$ cat src/rtl/bracket_aware_token_skipper_assert.svh
// Assertion macros for the token skipper.
// Each check samples on the rising edge of clk and is off while rst is high.
`ifndef BRACKET_AWARE_TOKEN_SKIPPER_ASSERT_SVH
`define BRACKET_AWARE_TOKEN_SKIPPER_ASSERT_SVH

`ifndef NO_ASSERTIONS

// Same-cycle implication
`define BATS_ASSERT_NOW(lbl, ante, cons) \
  lbl: assert property (@(posedge clk) disable iff (rst) (ante) |-> (cons)) \
    else $error("bats check failed");

// Next-cycle implication
`define BATS_ASSERT_NEXT(lbl, ante, cons) \
  lbl: assert property (@(posedge clk) disable iff (rst) (ante) |=> (cons)) \
    else $error("bats check failed");

`else

`define BATS_ASSERT_NOW(lbl, ante, cons)
`define BATS_ASSERT_NEXT(lbl, ante, cons)

`endif

`endif

$ cat src/rtl/bats_pkg.sv
package bats_pkg;

  // Stack geometry
  localparam int STACK_DEPTH = 16;
  localparam int PTR_W       = $clog2(STACK_DEPTH + 1);
  localparam int KIND_W      = 2;
  localparam int CLS_W       = 3;
  localparam int OUTCOME_W   = 3;
  localparam int DEPTH_W     = 5;

  // Bracket classes of an incoming token
  localparam logic [CLS_W-1:0] CLS_NONE          = 3'd0;
  localparam logic [CLS_W-1:0] CLS_OPEN_PAREN    = 3'd1;
  localparam logic [CLS_W-1:0] CLS_OPEN_BRACE    = 3'd3;
  localparam logic [CLS_W-1:0] CLS_CLOSE_PAREN   = 3'd4;
  localparam logic [CLS_W-1:0] CLS_CLOSE_BRACE   = 3'd6;

  typedef logic [KIND_W-1:0] kind_t;
  typedef logic [PTR_W-1:0]  ptr_t;

  typedef enum logic [OUTCOME_W-1:0] {
    OUT_CONSUMED    = 3'd0,
    OUT_MATCHED     = 3'd1,
    OUT_FOREIGN     = 3'd2,
    OUT_UNCLOSED    = 3'd3,
    OUT_REACHED_END = 3'd4,
    OUT_OVERFLOW    = 3'd5
  } outcome_t;

  // Shift command handed down the cell chain
  typedef struct packed {
    logic  push;
    logic  pop;
    kind_t push_kind;
  } bats_op_t;

endpackage

$ cat src/rtl/bats_if.sv
// Token channel
interface bats_tok_if;
  import bats_pkg::*;
  logic             valid;
  logic             ready;
  logic [CLS_W-1:0] bracket_class;
  logic             is_stop;
  logic             end_of_stream;

  modport source (output valid, bracket_class, is_stop, end_of_stream, input ready);
  modport sink   (input valid, bracket_class, is_stop, end_of_stream, output ready);
endinterface

// Result channel
interface bats_res_if;
  import bats_pkg::*;
  logic                 valid;
  logic                 ready;
  logic [OUTCOME_W-1:0] outcome;
  logic [DEPTH_W-1:0]   nest_depth;
  logic                 finished;

  modport source (output valid, outcome, nest_depth, finished, input ready);
  modport sink   (input valid, outcome, nest_depth, finished, output ready);
endinterface

$ cat src/rtl/bats_cell.sv
module bats_cell
  import bats_pkg::*;
(
  input  logic     clk,
  input  bats_op_t op,
  input  kind_t    up_kind,
  input  kind_t    down_kind,
  output kind_t    kind
);

  // Shift down on push, up on pop, else hold
  always_ff @(posedge clk) begin
    if (op.push) begin
      kind <= up_kind;
    end else if (op.pop) begin
      kind <= down_kind;
    end
  end

endmodule

$ cat src/rtl/bats_ctrl.sv
module bats_ctrl
  import bats_pkg::*;
(
  input  logic            clk,
  input  logic            rst,
  bats_tok_if.sink        tok,
  bats_res_if.source      res,
  input  kind_t           top_kind,
  output bats_op_t        op,
  output ptr_t            sp,
  output logic            accept
);

  ptr_t     sp_next;
  outcome_t outcome_next;
  logic     finish;
  logic     is_closer;
  logic     is_opener;
  logic     empty;
  kind_t    closer_kind;
  kind_t    opener_kind;

  // Take a word whenever the result register is free or draining
  assign tok.ready = !res.valid || res.ready;
  assign accept    = tok.valid && tok.ready;

  assign is_closer   = (tok.bracket_class >= CLS_CLOSE_PAREN) &&
                       (tok.bracket_class <= CLS_CLOSE_BRACE);
  assign is_opener   = (tok.bracket_class >= CLS_OPEN_PAREN) &&
                       (tok.bracket_class <= CLS_OPEN_BRACE);
  assign empty       = (sp == '0);
  assign closer_kind = KIND_W'(tok.bracket_class - CLS_CLOSE_PAREN);
  assign opener_kind = KIND_W'(tok.bracket_class - CLS_OPEN_PAREN);

  // Decode the token against the stack top
  always_comb begin
    op.push      = 1'b0;
    op.pop       = 1'b0;
    op.push_kind = opener_kind;
    outcome_next = OUT_CONSUMED;
    finish       = 1'b0;
    if (tok.end_of_stream) begin
      outcome_next = empty ? OUT_REACHED_END : OUT_UNCLOSED;
      finish       = 1'b1;
    end else if (is_closer) begin
      if (!empty && top_kind == closer_kind) begin
        op.pop = accept;
      end else if (empty && tok.is_stop) begin
        outcome_next = OUT_MATCHED;
        finish       = 1'b1;
      end else begin
        outcome_next = OUT_FOREIGN;
        finish       = 1'b1;
      end
    end else if (empty && tok.is_stop) begin
      outcome_next = OUT_MATCHED;
      finish       = 1'b1;
    end else if (is_opener) begin
      if (sp == PTR_W'(STACK_DEPTH)) begin
        outcome_next = OUT_OVERFLOW;
        finish       = 1'b1;
      end else begin
        op.push = accept;
      end
    end
  end

  // Advance the stack pointer; any final outcome empties the stack
  always_comb begin
    sp_next = sp;
    if (accept) begin
      if (finish) begin
        sp_next = '0;
      end else if (op.push) begin
        sp_next = sp + PTR_W'(1);
      end else if (op.pop) begin
        sp_next = sp - PTR_W'(1);
      end
    end
  end

  always_ff @(posedge clk) begin
    if (rst) begin
      sp <= '0;
    end else begin
      sp <= sp_next;
    end
  end

  // Result register
  always_ff @(posedge clk) begin
    if (rst) begin
      res.valid <= 1'b0;
    end else if (accept) begin
      res.valid <= 1'b1;
    end else if (res.ready) begin
      res.valid <= 1'b0;
    end
  end

  always_ff @(posedge clk) begin
    if (accept) begin
      res.outcome    <= outcome_next;
      res.nest_depth <= DEPTH_W'(sp_next);
      res.finished   <= finish;
    end
  end

endmodule

$ cat src/rtl/bracket_aware_token_skipper.sv
// Channel  Role    Fields
// tok      sink    bracket_class[2:0], is_stop, end_of_stream
// res      source  outcome[2:0], nest_depth[4:0], finished
//
// One token word per cycle when tok.ready is high; result valid the next cycle.
// The rate is set by the stack-top compare and pointer update in the control.
// rst (synchronous) empties the stack and drops any pending result word.
// tok.ready falls only while a result word waits and res.ready is low.
`include "bracket_aware_token_skipper_assert.svh"

module bracket_aware_token_skipper
  import bats_pkg::*;
(
  input  logic       clk,
  input  logic       rst,
  bats_tok_if.sink   tok,
  bats_res_if.source res
);

  bats_op_t op;
  ptr_t     sp;
  logic     accept;
  kind_t    kind [STACK_DEPTH];

  bats_ctrl u_ctrl (
    .clk      (clk),
    .rst      (rst),
    .tok      (tok),
    .res      (res),
    .top_kind (kind[0]),
    .op       (op),
    .sp       (sp),
    .accept   (accept)
  );

  // Cell chain: cell 0 holds the stack top
  for (genvar i = 0; i < STACK_DEPTH; i++) begin : g_cell
    kind_t up_kind;
    kind_t down_kind;
    if (i == 0) begin : g_first
      assign up_kind = op.push_kind;
    end else begin : g_mid_up
      assign up_kind = kind[i-1];
    end
    if (i == STACK_DEPTH - 1) begin : g_last
      assign down_kind = kind[i];
    end else begin : g_mid_down
      assign down_kind = kind[i+1];
    end
    bats_cell u_cell (
      .clk       (clk),
      .op        (op),
      .up_kind   (up_kind),
      .down_kind (down_kind),
      .kind      (kind[i])
    );
  end

  `BATS_ASSERT_NOW(a_sp_bound, 1'b1, sp <= PTR_W'(STACK_DEPTH))
  `BATS_ASSERT_NOW(a_final_empty, res.valid && res.finished, res.nest_depth == '0)
  `BATS_ASSERT_NOW(a_no_both, 1'b1, !(op.push && op.pop))
  `BATS_ASSERT_NEXT(a_push_grows, op.push, sp == $past(sp) + PTR_W'(1))
  `BATS_ASSERT_NEXT(a_take_shows, accept, res.valid)

endmodule

$ cat src/flat_wrapper.sv
// flat-port wrapper written by rule: the top's interface ports become plain ports
module bracket_aware_token_skipper_flat import bats_pkg::*;
  (clk, rst, tok_valid, tok_bracket_class, tok_is_stop, tok_end_of_stream, tok_ready, res_valid, res_outcome, res_nest_depth, res_finished, res_ready);
  bats_tok_if tok_i ();
  bats_res_if res_i ();
  input  logic clk;
  input  logic rst;
  input wire logic [$bits(tok_i.valid)-1:0] tok_valid;
  input wire logic [$bits(tok_i.bracket_class)-1:0] tok_bracket_class;
  input wire logic [$bits(tok_i.is_stop)-1:0] tok_is_stop;
  input wire logic [$bits(tok_i.end_of_stream)-1:0] tok_end_of_stream;
  output wire logic [$bits(tok_i.ready)-1:0] tok_ready;
  output wire logic [$bits(res_i.valid)-1:0] res_valid;
  output wire logic [$bits(res_i.outcome)-1:0] res_outcome;
  output wire logic [$bits(res_i.nest_depth)-1:0] res_nest_depth;
  output wire logic [$bits(res_i.finished)-1:0] res_finished;
  input wire logic [$bits(res_i.ready)-1:0] res_ready;
  assign tok_i.valid = tok_valid;
  assign tok_i.bracket_class = tok_bracket_class;
  assign tok_i.is_stop = tok_is_stop;
  assign tok_i.end_of_stream = tok_end_of_stream;
  assign tok_ready = tok_i.ready;
  assign res_valid = res_i.valid;
  assign res_outcome = res_i.outcome;
  assign res_nest_depth = res_i.nest_depth;
  assign res_finished = res_i.finished;
  assign res_i.ready = res_ready;
  bracket_aware_token_skipper u_core (.clk(clk), .rst(rst), .tok(tok_i), .res(res_i));
endmodule
$ cat config.mk
export PLATFORM = sky130hd
export DESIGN_NAME = bracket_aware_token_skipper_flat
export DESIGN_NICKNAME = d
export VERILOG_FILES = /design/src/rtl/bats_pkg.sv /design/src/rtl/bats_if.sv /design/src/rtl/bats_cell.sv /design/src/rtl/bats_ctrl.sv /design/src/rtl/bracket_aware_token_skipper.sv /design/src/flat_wrapper.sv
export VERILOG_INCLUDE_DIRS = /design/src /design/src/rtl
export SDC_FILE = /design/constraint.sdc
export NUM_CORES = 1
export LEC_CHECK = 0
export ABC_CLOCK_PERIOD_IN_PS = 8500
export BUFFER_PORTS_ARGS = -buffer_cell sky130_fd_sc_hd__buf_4
export CAP_MARGIN = 20
export CORE_UTILIZATION = 55
export CTS_BUF_LIST = sky130_fd_sc_hd__clkbuf_4
export CTS_CLUSTER_SIZE = 28
export DETAILED_ROUTE_END_ITERATION = 12
export PLACE_DENSITY = 0.74
export SLEW_MARGIN = 10
export SYNTH_ARGS = -nofsm -noshare
export SYNTH_HDL_FRONTEND = slang
export SYNTH_SLANG_ARGS = --single-unit
$ cat constraint.sdc
create_clock -name clk -period 8.5 [get_ports clk]
set_clock_uncertainty 0.05 [all_clocks]
set_input_delay 0.425 -clock clk [delete_from_list [all_inputs] [get_ports clk]]
set_output_delay 0.425 -clock clk [all_outputs]
set_load 0.02 [all_outputs]
=== Yosys cells after proc, flatten, opt, wreduce, memory -nomap -nowiden ===
Cells that the tools add are included.

* Register bits: 47
* Latch bits: 0
* Memory bits (writable): 0
* Memory bits (read-only): 0
* Input bits: 9
* Output and inout port bits: 11
* Word-level logic and storage cells: 99
* Memories kept: 0

* Add/sub/neg operators: 4
* Multiply operators: 0
* Divide/modulo/power cells: 0
* Order comparisons: 4
* Equal/unequal tests: 2
* Shift operators: 0
* Multiplexer cells: 57
* Bitwise gates (word level): 0
* Reduce and logical (&&, ||, !) cells: 11

{| class="wikitable"
|+ Operators with widths
! operator !! number
|-
| 2-bit two-way mux || 33
|-
| 5-bit two-way mux || 4
|-
| 3-bit two-way mux || 6
|-
| 1-bit two-way mux || 14
|-
| 5-bit by 1-bit adder with 5-bit output, second input constant || 1
|-
| 5-bit equality test, second input constant || 1
|-
| 1-bit logical AND || 5
|-
| 5-bit logical NOT || 1
|-
| 5-bit by 1-bit subtractor with 5-bit output, second input constant || 1
|-
| 2-bit nonzero test || 2
|-
| 2-bit by 1-bit subtractor with 2-bit output, second input constant || 2
|-
| 3-bit by 1-bit greater-or-equal comparator with 1-bit output, second input constant || 1
|-
| 3-bit greater-or-equal comparator, second input constant || 1
|-
| 3-bit by 2-bit <= comparator with 1-bit output, second input constant || 1
|-
| 3-bit <= comparator, second input constant || 1
|-
| 2-bit equality test || 1
|-
| 1-bit logical NOT || 2
|-
| 1-bit logical OR || 1
|}

=== Logic depth before layout (Yosys ltp) ===
* Depth in word-level cells: 12
* Mapped depth: 10
* Gate-level depth less buffers: 7

=== Cells and area by module ===
From an unflattened synthesis, not the netlist that was laid out.

* Cell total of the unflattened synthesis: 197
* Area, all modules: 2464.9 sq um

{| class="wikitable"
|+ By module, submodules not included
! module !! instances !! cells an instance !! area each (sq um) !! sequential area each (sq um)
|-
| bats_cell || 16 || 5 || 88.8 || 60.1
|-
| bats_ctrl || 1 || 117 || 1043.5 || 390.4
|}

=== Worst setup path after synthesis ===
Ideal clock, no wire load.

* Path kind: input -> register
* Start: in tok_bracket_class[1]
* End: reg u_core.g_cell[0].u_cell.kind[0] (enable)
* Library setup time: 0.387 ns
* Arrival time: 2.452 ns
* Data required time: 8.063 ns
* Setup slack: 5.611 ns
* Stages on the path: 9
* Buffers on the path: 3
* Cell sequence: buf_6 > inv_1 > ha_1 > nor2_1 > or3_4 > or3_1 > buf_6 > buf_6 > nand2_1

* Word-level cells in the longest chain between the ends: 7
* Elaborated cells on any way between the ends: 16
* Classes of those cells: 1 x add/sub; 4 x order compare; 1 x eq/ne; 6 x mux; 4 x reduce/logical

{| class="wikitable"
|+ RTL lines
! item !! line !! text
|-
| start: declaration || flat_wrapper.sv:9 || <nowiki>input wire logic [$bits(tok_i.bracket_class)-1:0] tok_bracket_class;</nowiki>
|-
| 2-bit by 1-bit subtractor with 2-bit output (tied with other cells) || bats_ctrl.sv:32 || <nowiki>assign closer_kind = KIND_W'(tok.bracket_class - CLS_CLOSE_PAREN);</nowiki>
|-
| 2-bit equality test / 1-bit logical AND (equally long branches) || bats_ctrl.sv:46, bats_ctrl.sv:29 ||
|-
| 1-bit logical AND / 1-bit two-way mux (equally long branches) || bats_ctrl.sv:46, bats_ctrl.sv:58 ||
|-
| 1-bit two-way mux, on equally long branches || bats_ctrl.sv:46, bats_ctrl.sv:55 ||
|-
| 1-bit two-way mux || bats_ctrl.sv:45 || <nowiki>end else if (is_closer) begin</nowiki>
|-
| 2-bit two-way mux (*) || bats_ctrl.sv:42 || <nowiki>if (tok.end_of_stream) begin</nowiki>
|-
| 2-bit nonzero test (no source line) (*) || -- ||
|-
| end signal: assignment || bats_cell.sv:14 || <nowiki>kind <= up_kind;</nowiki>
|-
| end signal: assignment || bats_cell.sv:16 || <nowiki>kind <= down_kind;</nowiki>
|-
| end: declaration || bats_cell.sv:8 || <nowiki>output kind_t kind</nowiki>
|}

Every way passes the cells marked *; elsewhere a longest branch is shown, timed or not.
A chain may end at the register's enable or synchronous reset.

=== Worst setup path after layout ===
* Start: reg u_core.u_ctrl.sp[1]
* End: reg u_core.g_cell[3].u_cell.kind[0] (enable)

* Word-level cells in the longest chain between the ends: 7
* Elaborated cells on any way between the ends: 13
* Classes of those cells: 1 x eq/ne; 7 x mux; 5 x reduce/logical

{| class="wikitable"
|+ RTL lines
! item !! line !! text
|-
| start: declaration || bats_ctrl.sv:10 || <nowiki>output ptr_t sp,</nowiki>
|-
| start signal: assignment || bats_ctrl.sv:86 || <nowiki>sp <= sp_next;</nowiki>
|-
| 5-bit equality test / 5-bit logical NOT (equally long branches) || bats_ctrl.sv:59, bats_ctrl.sv:31 ||
|-
| 1-bit two-way mux / 1-bit logical NOT (equally long branches) || bats_ctrl.sv:59, bats_ctrl.sv:46 ||
|-
| 1-bit two-way mux / 1-bit logical AND (equally long branches) || bats_ctrl.sv:58, bats_ctrl.sv:46 ||
|-
| 1-bit two-way mux, on equally long branches || bats_ctrl.sv:55, bats_ctrl.sv:46 ||
|-
| 1-bit two-way mux || bats_ctrl.sv:45 ||
|-
| 2-bit two-way mux (*) || bats_ctrl.sv:42 ||
|-
| 2-bit nonzero test (no source line) (*) || -- ||
|-
| end signal: assignment || bats_cell.sv:14 ||
|-
| end signal: assignment || bats_cell.sv:16 ||
|-
| end: declaration || bats_cell.sv:8 ||
|}

Marks and branches as above.

==> summary.md <==
| Metric | Value |
|---|---|
| Final setup fails | 0 |
| Insertion delay to the later sink of the worst-skew pair | 0.36 ns |
| Complex-gate fraction of the synthesized area | 0.0926 |
| Post-CTS Resized | 0 |
| Ranking of synthesized cells by area | edfxtp_1, mux2_4, dfxtp_1 |
| Crit-path max FO | 36 |
| Yosys warning count | 0 |
| Largest family of logic cells by synthesized area | multiplexers |
| Fmax | 331 MHz |
| Commonest cells after routing, fill and taps aside | edfxtp_1, mux2_4, buf_4, nand2_1, inv_1 |
| Syn Inst Count | 182 |
| Met3 WL post-DR | 111 um |
| Placement Setup Slack | 5.08 ns |
| Crit. End Element | register |
| Core area | 4320 um2 |
| Num rows | 24 |
| Outcome | complete, no violations |
| Fillers | 349 |
| Simple-Gate Fraction of Synth Area | 0.110 |
| Routability congestion estimate from global placement | 0.831 |
| Post-route minimum period | 3.02 ns |
| Port bufs | 19 |
| Routed WL per cell | 16.9 um |
| Sequential element share of the synthesized area | 0.547 |
| First-pass GRT wire length | 7.27 mm |
| Postcts setup bufs | 0 |
| CTS max path bufs | 2 |
| VDD IR max | 0.0000711 V |
| Synthesized area per cell | 13.6 um2 |
| Final core utilization | 0.618 |
| Final period util | 0.355 |
| WL met2 | 2.11 mm |
| Worst-margin pin slew | 0.694 ns |
| Slew margin rel. | 0.536 |
| Max layer used | met4 |
| Non-filler cells, final | 252 |
| Ant diodes | 0 |
| Sw frac | 0.217 |
| Clk pwr share | 0.307 |
| Largest net degree at the start of global routing | 37 |
| Root Driver | clkbuf_4 |
| Placed Instances | 244 |
| Post-synth top area share | 0.498 |
| Main synth FF type | edfxtp_1 |
| RSZ-0062 raised after global routing | false |
| Mux cell area share after synthesis | 0.166 |
| Vias | 1457 |
| Seq pwr share | 0.606 |
| DRT Wirelength | 4.27 mm |
| Hold_buf cts | 0 |
| Number of synthesized flops with an enable pin | 41 |
| Leakage | 1.07 nW |
| I/O Pins | 20 |
| Total track usage | 0.195 |
| DR pass1 iterations | 4 |
| DRC errors left | 0 |
| Post-synth cell types | 47 |
| Worst Setup Path Type | reg -> reg |
| Layout cells sized above 1 | 0.320 |
| PD cells | 158 nW/um2 |
| Clk slew on worst S/H paths | 0.13 ns |
| Hold Fails Final Rpt | 0 |
| Comb power frac | 0.086 |
| CTS H-tree depth | 2 |
| Die Ht | 69.0 um |
| NetSw | 91.4 uW |
| Metal1 wirelength | 1.91 mm |
| Worst endpoint data arrival time | 2.91 ns |
| Post-Syn Nets | 196 |
| Worst min path class | in -> reg |
| Routed Antenna Nets | 0 |
| Number of global-route vias before repair | 1491 |
| DPL Wire Length | 3.04 mm |
| P_int | 330 uW |
| Clock Sinks | 47 |
| Grt total ovfl | 0 |
| Initial antenna violation count | 0 |
| # nets final | 213 |
| Syn-to-layout area delta | 8.10% |
| Setup TNS | 0 ns |
| Setup WS post-layout | 5.48 ns |
| Initial core utilization | 0.572 |
| CTS Buf Count | 5 |
| Synthesized area | 2470 um2 |
| Synthesized flop and latch total | 47 |
| Post-synth ARST share | 0 |
| Die area | 4770 um2 |
| Commonest non-fill, non-tap cell in the layout | edfxtp_1 |
| CTS tree | done |
| CP Launch Type | register |
| Via density | 5.78 |
| Chip width | 69.0 um |
| XOR/XNOR Fraction of Synth Area | 0.00709 |
| DR iter-0 viols | 114 |
| CP required | 8.39 ns |
| Adder-Cell Fraction of Synth Area | 0.0253 |
| Synth area leader | edfxtp_1 |
| Max-Cap Viols | 0 |
| Fin. max-slew vios | 0 |
[final timing paths]
path	start	to	slack, ns	cells after the start
worst min register to register	u_core.g_cell[14].u_cell.kind[0]	u_core.g_cell[15].u_cell.kind[0]	0.44	0
worst min-delay path	rst	u_core.u_ctrl.res.valid	0.22	2
worst max register to register	u_core.u_ctrl.sp[1]	u_core.g_cell[3].u_cell.kind[0]	5.48	7
worst max-delay path	u_core.u_ctrl.sp[1]	u_core.g_cell[3].u_cell.kind[0]	5.48	7
[power groups by stage]
stage | registers [mW] | clock network (mW) | logic (mW)
finish | 0.256 | 0.130 | 0.0364
global placement | 0.261 | 0 | 0.0354
CTS | 0.256 | 0.132 | 0.0364
global route | 0.256 | 0.141 | 0.0397
detailed placement | 0.261 | 0 | 0.0362
floorplan | 0.264 | 0 | 0.0213
[cell usage after synthesis, types with 2 or more instances]
master and count:
buf_6 3, o221a_2 2, nand3_1 6, clkbuf_1 4
and2_1 3, a311oi_1 2, edfxtp_1 41, a31oi_1 3
buf_12 2, mux2_4 23, nand2_1 10, ha_1 5
o22a_1 2, a21oi_1 8, a211oi_1 2, dfxtp_1 6
nor3_1 6, nor2_1 5, mux2_2 5, xnor2_1 2
inv_1 9, o21ai_0 4, or3_1 5
[critical path, stage by stage, from the launching register on]
cell and delay (ns):
dfxtp_1 0.39, inv_1 0.08, ha_1 0.17, or3b_2 0.48, nor2_1 0.26, or3_1 0.15, buf_4 0.45, nand2_2 0.56
[flip-flops by register name, indices dropped and copies added (netlist names)]
register / flops
u_core.g_cell.u_cell.kind: 32
u_core.u_ctrl.res.finished: 1
u_core.u_ctrl.res.nest_depth: 5
u_core.u_ctrl.res.outcome: 3
u_core.u_ctrl.res.valid: 1
u_core.u_ctrl.sp: 5
[cell families after synthesis]
kind of cell	Yosys count
xor gates and xnor gates	2
muxes	29
and+or+nand+nor	48
AOI/OAI and AO/OA	32
DFF	47
adders and majority gates	5
buffers and inverters	19
[layer usage]
layer  GRT usage  vias to the layer above
met1       0.253                      695
li1            -                      722
met3      0.0365                       13
met4      0.0930                        0
met2       0.317                       27
met5           0                        -
[cell type report]
type / instances / area, um2 / area share
tap: 52 / 65.1 / 0.0243
timing repair buffer: 20 / 150 / 0.0562
inverter: 9 / 33.8 / 0.0126
sequential: 47 / 1350 / 0.506
clock buffer: 5 / 37.5 / 0.0140
multi-input combinational: 116 / 996 / 0.373
clock inverter: 3 / 38.8 / 0.0145
[metrics by stage]
stage | hold slack (ns) | power, mW | instance area [um2]
6_report | 0.223 | 0.422 | 2670
5_1_grt | 0.208 | 0.437 | 2670
4_1_cts | 0.215 | 0.424 | 2670
3_5_place_dp | 0.414 | 0.297 | 2590
3_3_place_gp | 0.391 | 0.296 | 2590
2_1_floorplan | 0.377 | 0.285 | 2470
(Power assumes the default switching activity.)
